`src/rtl/bdpc_pkg.sv`:
```
// ----------------------------------------------------------------------------
// Button debounce and press classifier package
// Shared widths, register indexes, reset values and event codes.
// ----------------------------------------------------------------------------
`timescale 1ns / 1ps

package bdpc_pkg;

	// Field widths.
	localparam int PIN_W      = 8;
	localparam int TIME_W     = 32;
	localparam int CFG_W      = 16;
	localparam int CNT_W      = 8;
	localparam int EV_W       = 2;
	localparam int CFG_IDX_W  = 3;

	// Number of buttons with an event port and a mask bit.
	localparam int REPORTED   = 4;

	// Default button count.
	localparam int NUM_BUTTONS_DEF = 4;

	// Register reset values.
	localparam logic [CFG_W-1:0] DEBOUNCE_RST = 16'd50;
	localparam logic [CFG_W-1:0] LONG_RST     = 16'd500;
	localparam logic [CFG_W-1:0] WINDOW_RST   = 16'd300;

	// Presses counted before a double press is reported.
	localparam logic [CNT_W-1:0] DOUBLE_COUNT = 8'd2;

	// Configuration register indexes.
	typedef enum logic [CFG_IDX_W-1:0] {
		REG_DEBOUNCE_TIME   = 3'd0,
		REG_LONG_PRESS_TIME = 3'd1,
		REG_DOUBLE_WINDOW   = 3'd2,
		REG_EVENTS_ENABLED  = 3'd3,
		REG_EXPANDER        = 3'd4
	} cfg_reg_t;

	// Per-button event codes.
	typedef enum logic [EV_W-1:0] {
		EV_NONE   = 2'd0,
		EV_PRESS  = 2'd1,
		EV_DOUBLE = 2'd2,
		EV_LONG   = 2'd3
	} event_t;

endpackage

```
`src/rtl/button_debounce_press_classifier_top.sv`:
```
// ----------------------------------------------------------------------------
// Button debounce and press classifier
// Data path: input register, per-button logic, then result register.
// Throughput: one sample per cycle unless out_stall holds the result
// register; the per-button state is written as the result register loads.
// Reset: arst_n clears all button state, the pipeline valids and restores
// the register defaults. The block is ready right after reset.
// ----------------------------------------------------------------------------
`timescale 1ns / 1ps

module button_debounce_press_classifier_top #(
	parameter int NUM_BUTTONS = bdpc_pkg::NUM_BUTTONS_DEF
) (
	input  logic                          clk,
	input  logic                          arst_n,
	// Configuration write channel.
	input  logic                          cfg_valid,
	output logic                          cfg_ready,
	input  logic [bdpc_pkg::CFG_IDX_W-1:0] cfg_index,
	input  logic [bdpc_pkg::CFG_W-1:0]    cfg_data,
	// Sample channel.
	input  logic                          in_valid,
	output logic                          in_stall,
	input  logic [bdpc_pkg::PIN_W-1:0]    pin_sample,
	input  logic [bdpc_pkg::TIME_W-1:0]   timestamp,
	// Result channel.
	output logic                          out_valid,
	input  logic                          out_stall,
	output logic [bdpc_pkg::EV_W-1:0]     event_button0,
	output logic [bdpc_pkg::EV_W-1:0]     event_button1,
	output logic [bdpc_pkg::EV_W-1:0]     event_button2,
	output logic [bdpc_pkg::EV_W-1:0]     event_button3,
	output logic [bdpc_pkg::REPORTED-1:0] debounced_mask,
	output logic [bdpc_pkg::REPORTED-1:0] long_hold_mask
);

	localparam int TW = bdpc_pkg::TIME_W;
	localparam int CW = bdpc_pkg::CNT_W;
	localparam int RP = bdpc_pkg::REPORTED;

	// Configuration registers.
	logic [bdpc_pkg::CFG_W-1:0] debounce_q;
	logic [bdpc_pkg::CFG_W-1:0] long_q;
	logic [bdpc_pkg::CFG_W-1:0] window_q;
	logic                       events_en_q;
	logic                       present_q;

	// Input stage.
	logic                       valid_s1;
	logic [bdpc_pkg::PIN_W-1:0] pins_s1;
	logic [TW-1:0]              ts_s1;

	// Result register.
	logic                       out_valid_q;
	logic [bdpc_pkg::EV_W-1:0]  ev_q [RP];
	logic [RP-1:0]              deb_mask_q;
	logic [RP-1:0]              lng_mask_q;

	// Per-button state.
	logic          raw_q    [NUM_BUTTONS];
	logic          stable_q [NUM_BUTTONS];
	logic [TW-1:0] lct_q    [NUM_BUTTONS];
	logic [TW-1:0] press_q  [NUM_BUTTONS];
	logic [TW-1:0] rel_q    [NUM_BUTTONS];
	logic [CW-1:0] cnt_q    [NUM_BUTTONS];

	// Next state and per-button results.
	logic          raw_n    [NUM_BUTTONS];
	logic          stable_n [NUM_BUTTONS];
	logic [TW-1:0] lct_n    [NUM_BUTTONS];
	logic [TW-1:0] press_n  [NUM_BUTTONS];
	logic [TW-1:0] rel_n    [NUM_BUTTONS];
	logic [CW-1:0] cnt_n    [NUM_BUTTONS];
	logic [bdpc_pkg::EV_W-1:0] ev_c [NUM_BUTTONS];
	logic [NUM_BUTTONS-1:0]    deb_c;
	logic [NUM_BUTTONS-1:0]    lng_c;

	// Reported view, zero for missing buttons.
	logic [bdpc_pkg::EV_W-1:0] ev_rep [RP];
	logic [RP-1:0]             deb_rep;
	logic [RP-1:0]             lng_rep;

	logic accept;
	logic fire;
	logic update;

	// Handshake: the input stage moves on when the result register is free.
	assign fire      = valid_s1 && (!out_valid_q || !out_stall);
	assign in_stall  = valid_s1 && !fire;
	assign accept    = in_valid && !in_stall;
	assign update    = fire && present_q;
	assign cfg_ready = 1'b1;

	// Configuration writes; unknown indexes are dropped.
	always_ff @(posedge clk or negedge arst_n) begin
		if (!arst_n) begin
			debounce_q  <= bdpc_pkg::DEBOUNCE_RST;
			long_q      <= bdpc_pkg::LONG_RST;
			window_q    <= bdpc_pkg::WINDOW_RST;
			events_en_q <= 1'b0;
			present_q   <= 1'b0;
		end else if (cfg_valid && cfg_ready) begin
			case (cfg_index)
				bdpc_pkg::REG_DEBOUNCE_TIME:   debounce_q  <= cfg_data;
				bdpc_pkg::REG_LONG_PRESS_TIME: long_q      <= cfg_data;
				bdpc_pkg::REG_DOUBLE_WINDOW:   window_q    <= cfg_data;
				bdpc_pkg::REG_EVENTS_ENABLED:  events_en_q <= cfg_data[0];
				bdpc_pkg::REG_EXPANDER:        present_q   <= cfg_data[0];
				default: ;
			endcase
		end
	end

	// Input register.
	always_ff @(posedge clk or negedge arst_n) begin
		if (!arst_n) begin
			valid_s1 <= 1'b0;
		end else if (accept) begin
			valid_s1 <= 1'b1;
		end else if (fire) begin
			valid_s1 <= 1'b0;
		end
	end

	always_ff @(posedge clk) begin
		if (accept) begin
			pins_s1 <= pin_sample;
			ts_s1   <= timestamp;
		end
	end

	// Per-button debounce and classification.
	for (genvar b = 0; b < NUM_BUTTONS; b++) begin : g_btn
		always_comb begin
			logic          held;
			logic [TW-1:0] since_change;
			logic [TW-1:0] since_rel;
			logic [TW-1:0] since_press;
			held         = !pins_s1[b];
			raw_n[b]     = held;
			lct_n[b]     = (held != raw_q[b]) ? ts_s1 : lct_q[b];
			stable_n[b]  = stable_q[b];
			press_n[b]   = press_q[b];
			rel_n[b]     = rel_q[b];
			cnt_n[b]     = cnt_q[b];
			ev_c[b]      = bdpc_pkg::EV_NONE;
			since_change = ts_s1 - lct_n[b];
			since_rel    = ts_s1 - rel_q[b];
			since_press  = ts_s1 - press_q[b];
			if (since_change > {{(TW-bdpc_pkg::CFG_W){1'b0}}, debounce_q}
					&& held != stable_q[b]) begin
				stable_n[b] = held;
				if (held) begin
					// Debounced press: count toward a double press.
					press_n[b] = ts_s1;
					if (since_rel < {{(TW-bdpc_pkg::CFG_W){1'b0}}, window_q})
						cnt_n[b] = cnt_q[b] + CW'(1);
					else
						cnt_n[b] = CW'(1);
					if (events_en_q) begin
						ev_c[b] = bdpc_pkg::EV_PRESS;
						if (cnt_n[b] >= bdpc_pkg::DOUBLE_COUNT) begin
							ev_c[b]  = bdpc_pkg::EV_DOUBLE;
							cnt_n[b] = '0;
						end
					end
				end else begin
					// Debounced release: long press if held long enough.
					rel_n[b] = ts_s1;
					if (since_press > {{(TW-bdpc_pkg::CFG_W){1'b0}}, long_q}
							&& events_en_q)
						ev_c[b] = bdpc_pkg::EV_LONG;
				end
			end
		end

		// Masks use the state after this sample.
		always_comb begin
			logic [TW-1:0] held_for;
			held_for  = ts_s1 - press_n[b];
			deb_c[b]  = stable_n[b];
			lng_c[b]  = stable_n[b]
				&& (held_for > {{(TW-bdpc_pkg::CFG_W){1'b0}}, long_q});
		end

		always_ff @(posedge clk or negedge arst_n) begin
			if (!arst_n) begin
				raw_q[b]    <= 1'b0;
				stable_q[b] <= 1'b0;
				lct_q[b]    <= '0;
				press_q[b]  <= '0;
				rel_q[b]    <= '0;
				cnt_q[b]    <= '0;
			end else if (update) begin
				raw_q[b]    <= raw_n[b];
				stable_q[b] <= stable_n[b];
				lct_q[b]    <= lct_n[b];
				press_q[b]  <= press_n[b];
				rel_q[b]    <= rel_n[b];
				cnt_q[b]    <= cnt_n[b];
			end
		end
	end

	// Map tracked buttons onto the reported slots.
	for (genvar r = 0; r < RP; r++) begin : g_rep
		if (r < NUM_BUTTONS) begin : g_on
			assign ev_rep[r]  = present_q ? ev_c[r] : bdpc_pkg::EV_NONE;
			assign deb_rep[r] = present_q && deb_c[r];
			assign lng_rep[r] = present_q && lng_c[r];
		end else begin : g_off
			assign ev_rep[r]  = bdpc_pkg::EV_NONE;
			assign deb_rep[r] = 1'b0;
			assign lng_rep[r] = 1'b0;
		end
	end

	// Result register.
	always_ff @(posedge clk or negedge arst_n) begin
		if (!arst_n) begin
			out_valid_q <= 1'b0;
		end else if (fire) begin
			out_valid_q <= 1'b1;
		end else if (!out_stall) begin
			out_valid_q <= 1'b0;
		end
	end

	always_ff @(posedge clk) begin
		if (fire) begin
			for (int r = 0; r < RP; r++) begin
				ev_q[r] <= ev_rep[r];
			end
			deb_mask_q <= deb_rep;
			lng_mask_q <= lng_rep;
		end
	end

	assign out_valid      = out_valid_q;
	assign event_button0  = ev_q[0];
	assign event_button1  = ev_q[1];
	assign event_button2  = ev_q[2];
	assign event_button3  = ev_q[3];
	assign debounced_mask = deb_mask_q;
	assign long_hold_mask = lng_mask_q;

	// A long hold is only reported for a button that is debounced pressed.
	a_long_in_deb: assert property (@(posedge clk) disable iff (!arst_n)
		out_valid |-> ((long_hold_mask & ~debounced_mask) == '0))
		else $error("long hold reported for a released button");

	// A press or double press leaves button 0 debounced pressed.
	a_press_deb: assert property (@(posedge clk) disable iff (!arst_n)
		out_valid && (event_button0 == bdpc_pkg::EV_PRESS
			|| event_button0 == bdpc_pkg::EV_DOUBLE) |-> debounced_mask[0])
		else $error("press event without debounced press");

	// A long press event is a release.
	a_long_rel: assert property (@(posedge clk) disable iff (!arst_n)
		out_valid && event_button0 == bdpc_pkg::EV_LONG |-> !debounced_mask[0])
		else $error("long press event while still pressed");

	// Button state moves only when a sample leaves the input stage.
	a_state_hold: assert property (@(posedge clk) disable iff (!arst_n)
		!update |=> $stable(stable_q[0]) && $stable(cnt_q[0]))
		else $error("button state changed without a sample");

	// A double press clears the press counter.
	a_double_clr: assert property (@(posedge clk) disable iff (!arst_n)
		update && ev_c[0] == bdpc_pkg::EV_DOUBLE |=> cnt_q[0] == '0)
		else $error("press counter not cleared after double press");

endmodule
```
`config.mk`:
```
export PLATFORM = sky130hd
export DESIGN_NAME = button_debounce_press_classifier_top
export DESIGN_NICKNAME = d
export VERILOG_FILES = /design/src/rtl/bdpc_pkg.sv /design/src/rtl/button_debounce_press_classifier_top.sv
export SDC_FILE = /design/constraint.sdc
export NUM_CORES = 2
export LEC_CHECK = 0
export BUFFER_PORTS_ARGS = -buffer_cell sky130_fd_sc_hd__buf_2
export CAP_MARGIN = 30
export CORE_MARGIN = 3
export CORE_UTILIZATION = 55
export CTS_CLUSTER_DIAMETER = 60
export DETAILED_ROUTE_END_ITERATION = 8
export PLACE_DENSITY = 0.71
export SLEW_MARGIN = 5
export SYNTH_ARGS = -nofsm -noshare
export SYNTH_HDL_FRONTEND = slang
export SYNTH_SLANG_ARGS = --single-unit
```
`constraint.sdc`:
```
create_clock -name clk -period 34.8 [get_ports clk]
set_clock_uncertainty 0.15 [all_clocks]
set_input_delay 3.48 -clock clk [delete_from_list [all_inputs] [get_ports clk]]
set_output_delay 3.48 -clock clk [all_outputs]
set_load 0.03 [all_outputs]
```
==> metrics.txt <==
worst r2r dst long_hold_mask[2]; critical path startpoint pins_s1[2]; initial DRC count roughly 5000; flop-to-flop setup slack 20420 ps; critical path peak fanout 39; buffer levels on the longest clock path 3; sequential element share of the synthesized area 0.2402; die width about 330 um; startpoint types register; Core Area slightly above 100000 um2; clock share of power 0.139; Final Cycle Share 0.4134; placed cells about 8400; syn avg cell area between 7 and 8 um2; post-synth net total ~7900; DIE HEIGHT between 300 and 400 um; area leader, netlist dfrtp_1; Sink Count 528; top_reg_cell synth dfrtp_1; total grt overflow 0; final setup TNS 0 ps; drt total wl approximately 180000 um; post-route ant nets 0; share of flip-flops with an asynchronous set or reset 0.9015; RR Startpoint pins_s1[2]; hold-fix buffers at CTS 0; Setup Fix Bufs, Post-CTS 0; Detail Placement HPWL 132500 um; top cell type's share of synthesized area 0.2063; post-place instance area 58370 um2; Internal Dissipation between 3 and 4 mW; Max stage delay on crit path roughly 950 ps; #FFs+latches synth about 530; largest net degree at the start of global routing around 150; Post-synth top cells nand2_1, ha_1, o21ai_0; post-CTS sizing 0; sequential share of power 0.165; Max VDD drop approximately 0.058 mV; Mapped Area between 50000 and 60000 um2; Skew-Pair Late Insertion Delay just under 700 ps; first-pass GRT wire length 275600 um; CTS tree yes; post-layout min period roughly 14000 ps; pwr/cell area 101.9 nW/um2; clock slew at reported path FFs 60 ps; Switching Power between 3 and 4 mW; Multi-input gate area roughly 40000 um2; wire per inst approximately 21 um; CTS Buf Count roughly 80; LEAKAGE 27.76 nW; Max stage delay cell, worst path a2111oi_0; H-Tree Depth 3; RSZ-0062 raised after global routing false; via/cell ratio about 6.2; Initial Util 0.5575; f_max around 70 MHz; Post-synth EDFFs 52; Nets approximately 7900; worst slew pin tran roughly 1100 ps; Crit path required time ~35000 ps; Max-cap violations 0; PortBufs slightly below 80; FF+latch area 13490 um2; Critical Path Sink Type register; Synth cell types ~100; layout cells sized above 1 0.07974; Comb pwr share 0.696; detailed-route DRC error count 0; vias in the first global route 49970; most frequent CP cell o21ai_0; Switching Fraction 0.4820; WHS 330.7 ps; largest cells by area after synthesis dfrtp_1, ha_1, o21ai_0; Final Total Pwr between 6 and 7 mW; Syn Inst Count 7098; synthesis-to-finish area growth 9.122%; clk root buf clkbuf_16; GRT Resource Usage Total 0.3251; Hold Crit Start lct_q[96]; Setup crit end long_hold_mask[2]; final RePlAce weighted congestion 0.9756; initial antenna violation count 7; Hold Path Class reg -> reg; Final setup viols 0; count leader, synth nand2_1; critical path arrival approximately 15000 ps; YS warnings 0; Slew headroom 0.2699; Reg2Reg Depth 58; WS Path Type reg -> reg; IO Count 83; die area between 100000 and 150000 um2; row cnt about 120; status complete, no violations; post-route cell area 61280 um2; Fin. Hold Viols 0; fillers around 9000; max-slew violations 0; drt pass-1 iters 8; final cell count without fillers 8538; via count between 50000 and 60000
cells in the final DEF (no fill, tap or decap), types with 49 or more instances in the layout:
cell type  instances
nor2_1           498
nand2_1          778
nor3_1           149
nor4_1            49
o21a_1           117
xor2_1           114
mux2_2           118
nand3_1          131
ha_1             700
nor2b_1          110
edfxtp_1          52
mux2i_1          186
xnor2_1          188
buf_4            122
a21oi_1          501
dfrtp_1          463
or3_1             58
nand4_1           93
inv_1            517
and3_1            51
clkbuf_16         84
a21boi_0          51
a31oi_1           75
buf_2             77
a21o_1           213
nand2b_1         127
o21ai_0          696
state kept, by name (all words and copies together) (netlist names), 4 cells and up:
name,count
lct_q,128
press_q,128
rel_q,128
cnt_q,32
ts_s1,32
debounce_q,16
long_q,16
window_q,16
ev_q,8
debounced_mask,4
long_hold_mask,4
pins_s1,4
raw_q,4
stable_q,4
cell families (layout without fill, tap and decap cells):
logic type      Yosys count  in the layout  share of synthesized area
compound gates         2181           2181                     0.2441
xor+xnor                311            311                    0.04904
fa+ha+maj               757            757                     0.1683
buf+inv                 803            878                    0.05432
flops                   528            528                     0.2402
mux                     304            304                    0.05682
other cells               1              9                 0.00006678
simple gates           2213           2213                     0.1871
worst min-delay path by stage:
stage / to / slack, ps / cells after the start
floorplan: lct_q[0] / 300 / 2
CTS: lct_q[96] / 330 / 2
global route: lct_q[23] / 360 / 1
detailed placement: lct_q[96] / 320 / 2
finish: lct_q[96] / 330 / 2
global placement: lct_q[96] / 310 / 2
layout make-up:
| type | instances | area share |
|---|---|---|
| diodes | 8 | 0.0003267 |
| clock buffers | 95 | 0.03530 |
| clock inverters | 57 | 0.01131 |
| inverters | 521 | 0.03191 |
| multi-input cells | 5767 | 0.6500 |
| flip-flops and latches | 528 | 0.2201 |
| well taps | 1357 | 0.02771 |
| repair buffers | 205 | 0.02328 |
per-layer routing:
metal	share of wire	up-vias	wire length (um)	track usage
li1	-	25760	-	-
met1	0.45	25200	79020	0.4462
met2	0.43	1766	76150	0.5105
met3	0.070	368	12350	0.04534
met4	0.050	0	8803	0.1436
met5	0	-	0	0
stage by stage:
step	utilization	worst slack [ps]
2_1_floorplan	-	22990
3_3_place_gp	0.5791	20880
3_5_place_dp	0.5795	20810
4_1_cts	0.6079	20710
5_1_grt	0.6082	19580
6_report	0.6084	20420
critical path: cells and delay by family, from the launching register on:
family / cells / cell delay [ps]
XOR/XNOR: 3 / 510
flip-flops: 1 / 750
adder cells (fa/ha/maj): 5 / 1320
buffers and inverters: 3 / 870
AO/OA/AOI/OAI: 24 / 5450
multiplexers: 2 / 490
AND/OR/NAND/NOR: 21 / 4490
power groups by stage:
stage          Sequential, mW  Combinational, mW  Clock, mW
6_report                 1.03               4.35      0.868
3_5_place_dp             1.04               4.25          0
5_1_grt                  1.06               4.88      0.909
4_1_cts                  1.03               4.29      0.883
2_1_floorplan           0.995               3.34          0
3_3_place_gp             1.02               4.16          0
Note: power is estimated with default switching activity, not from simulation.
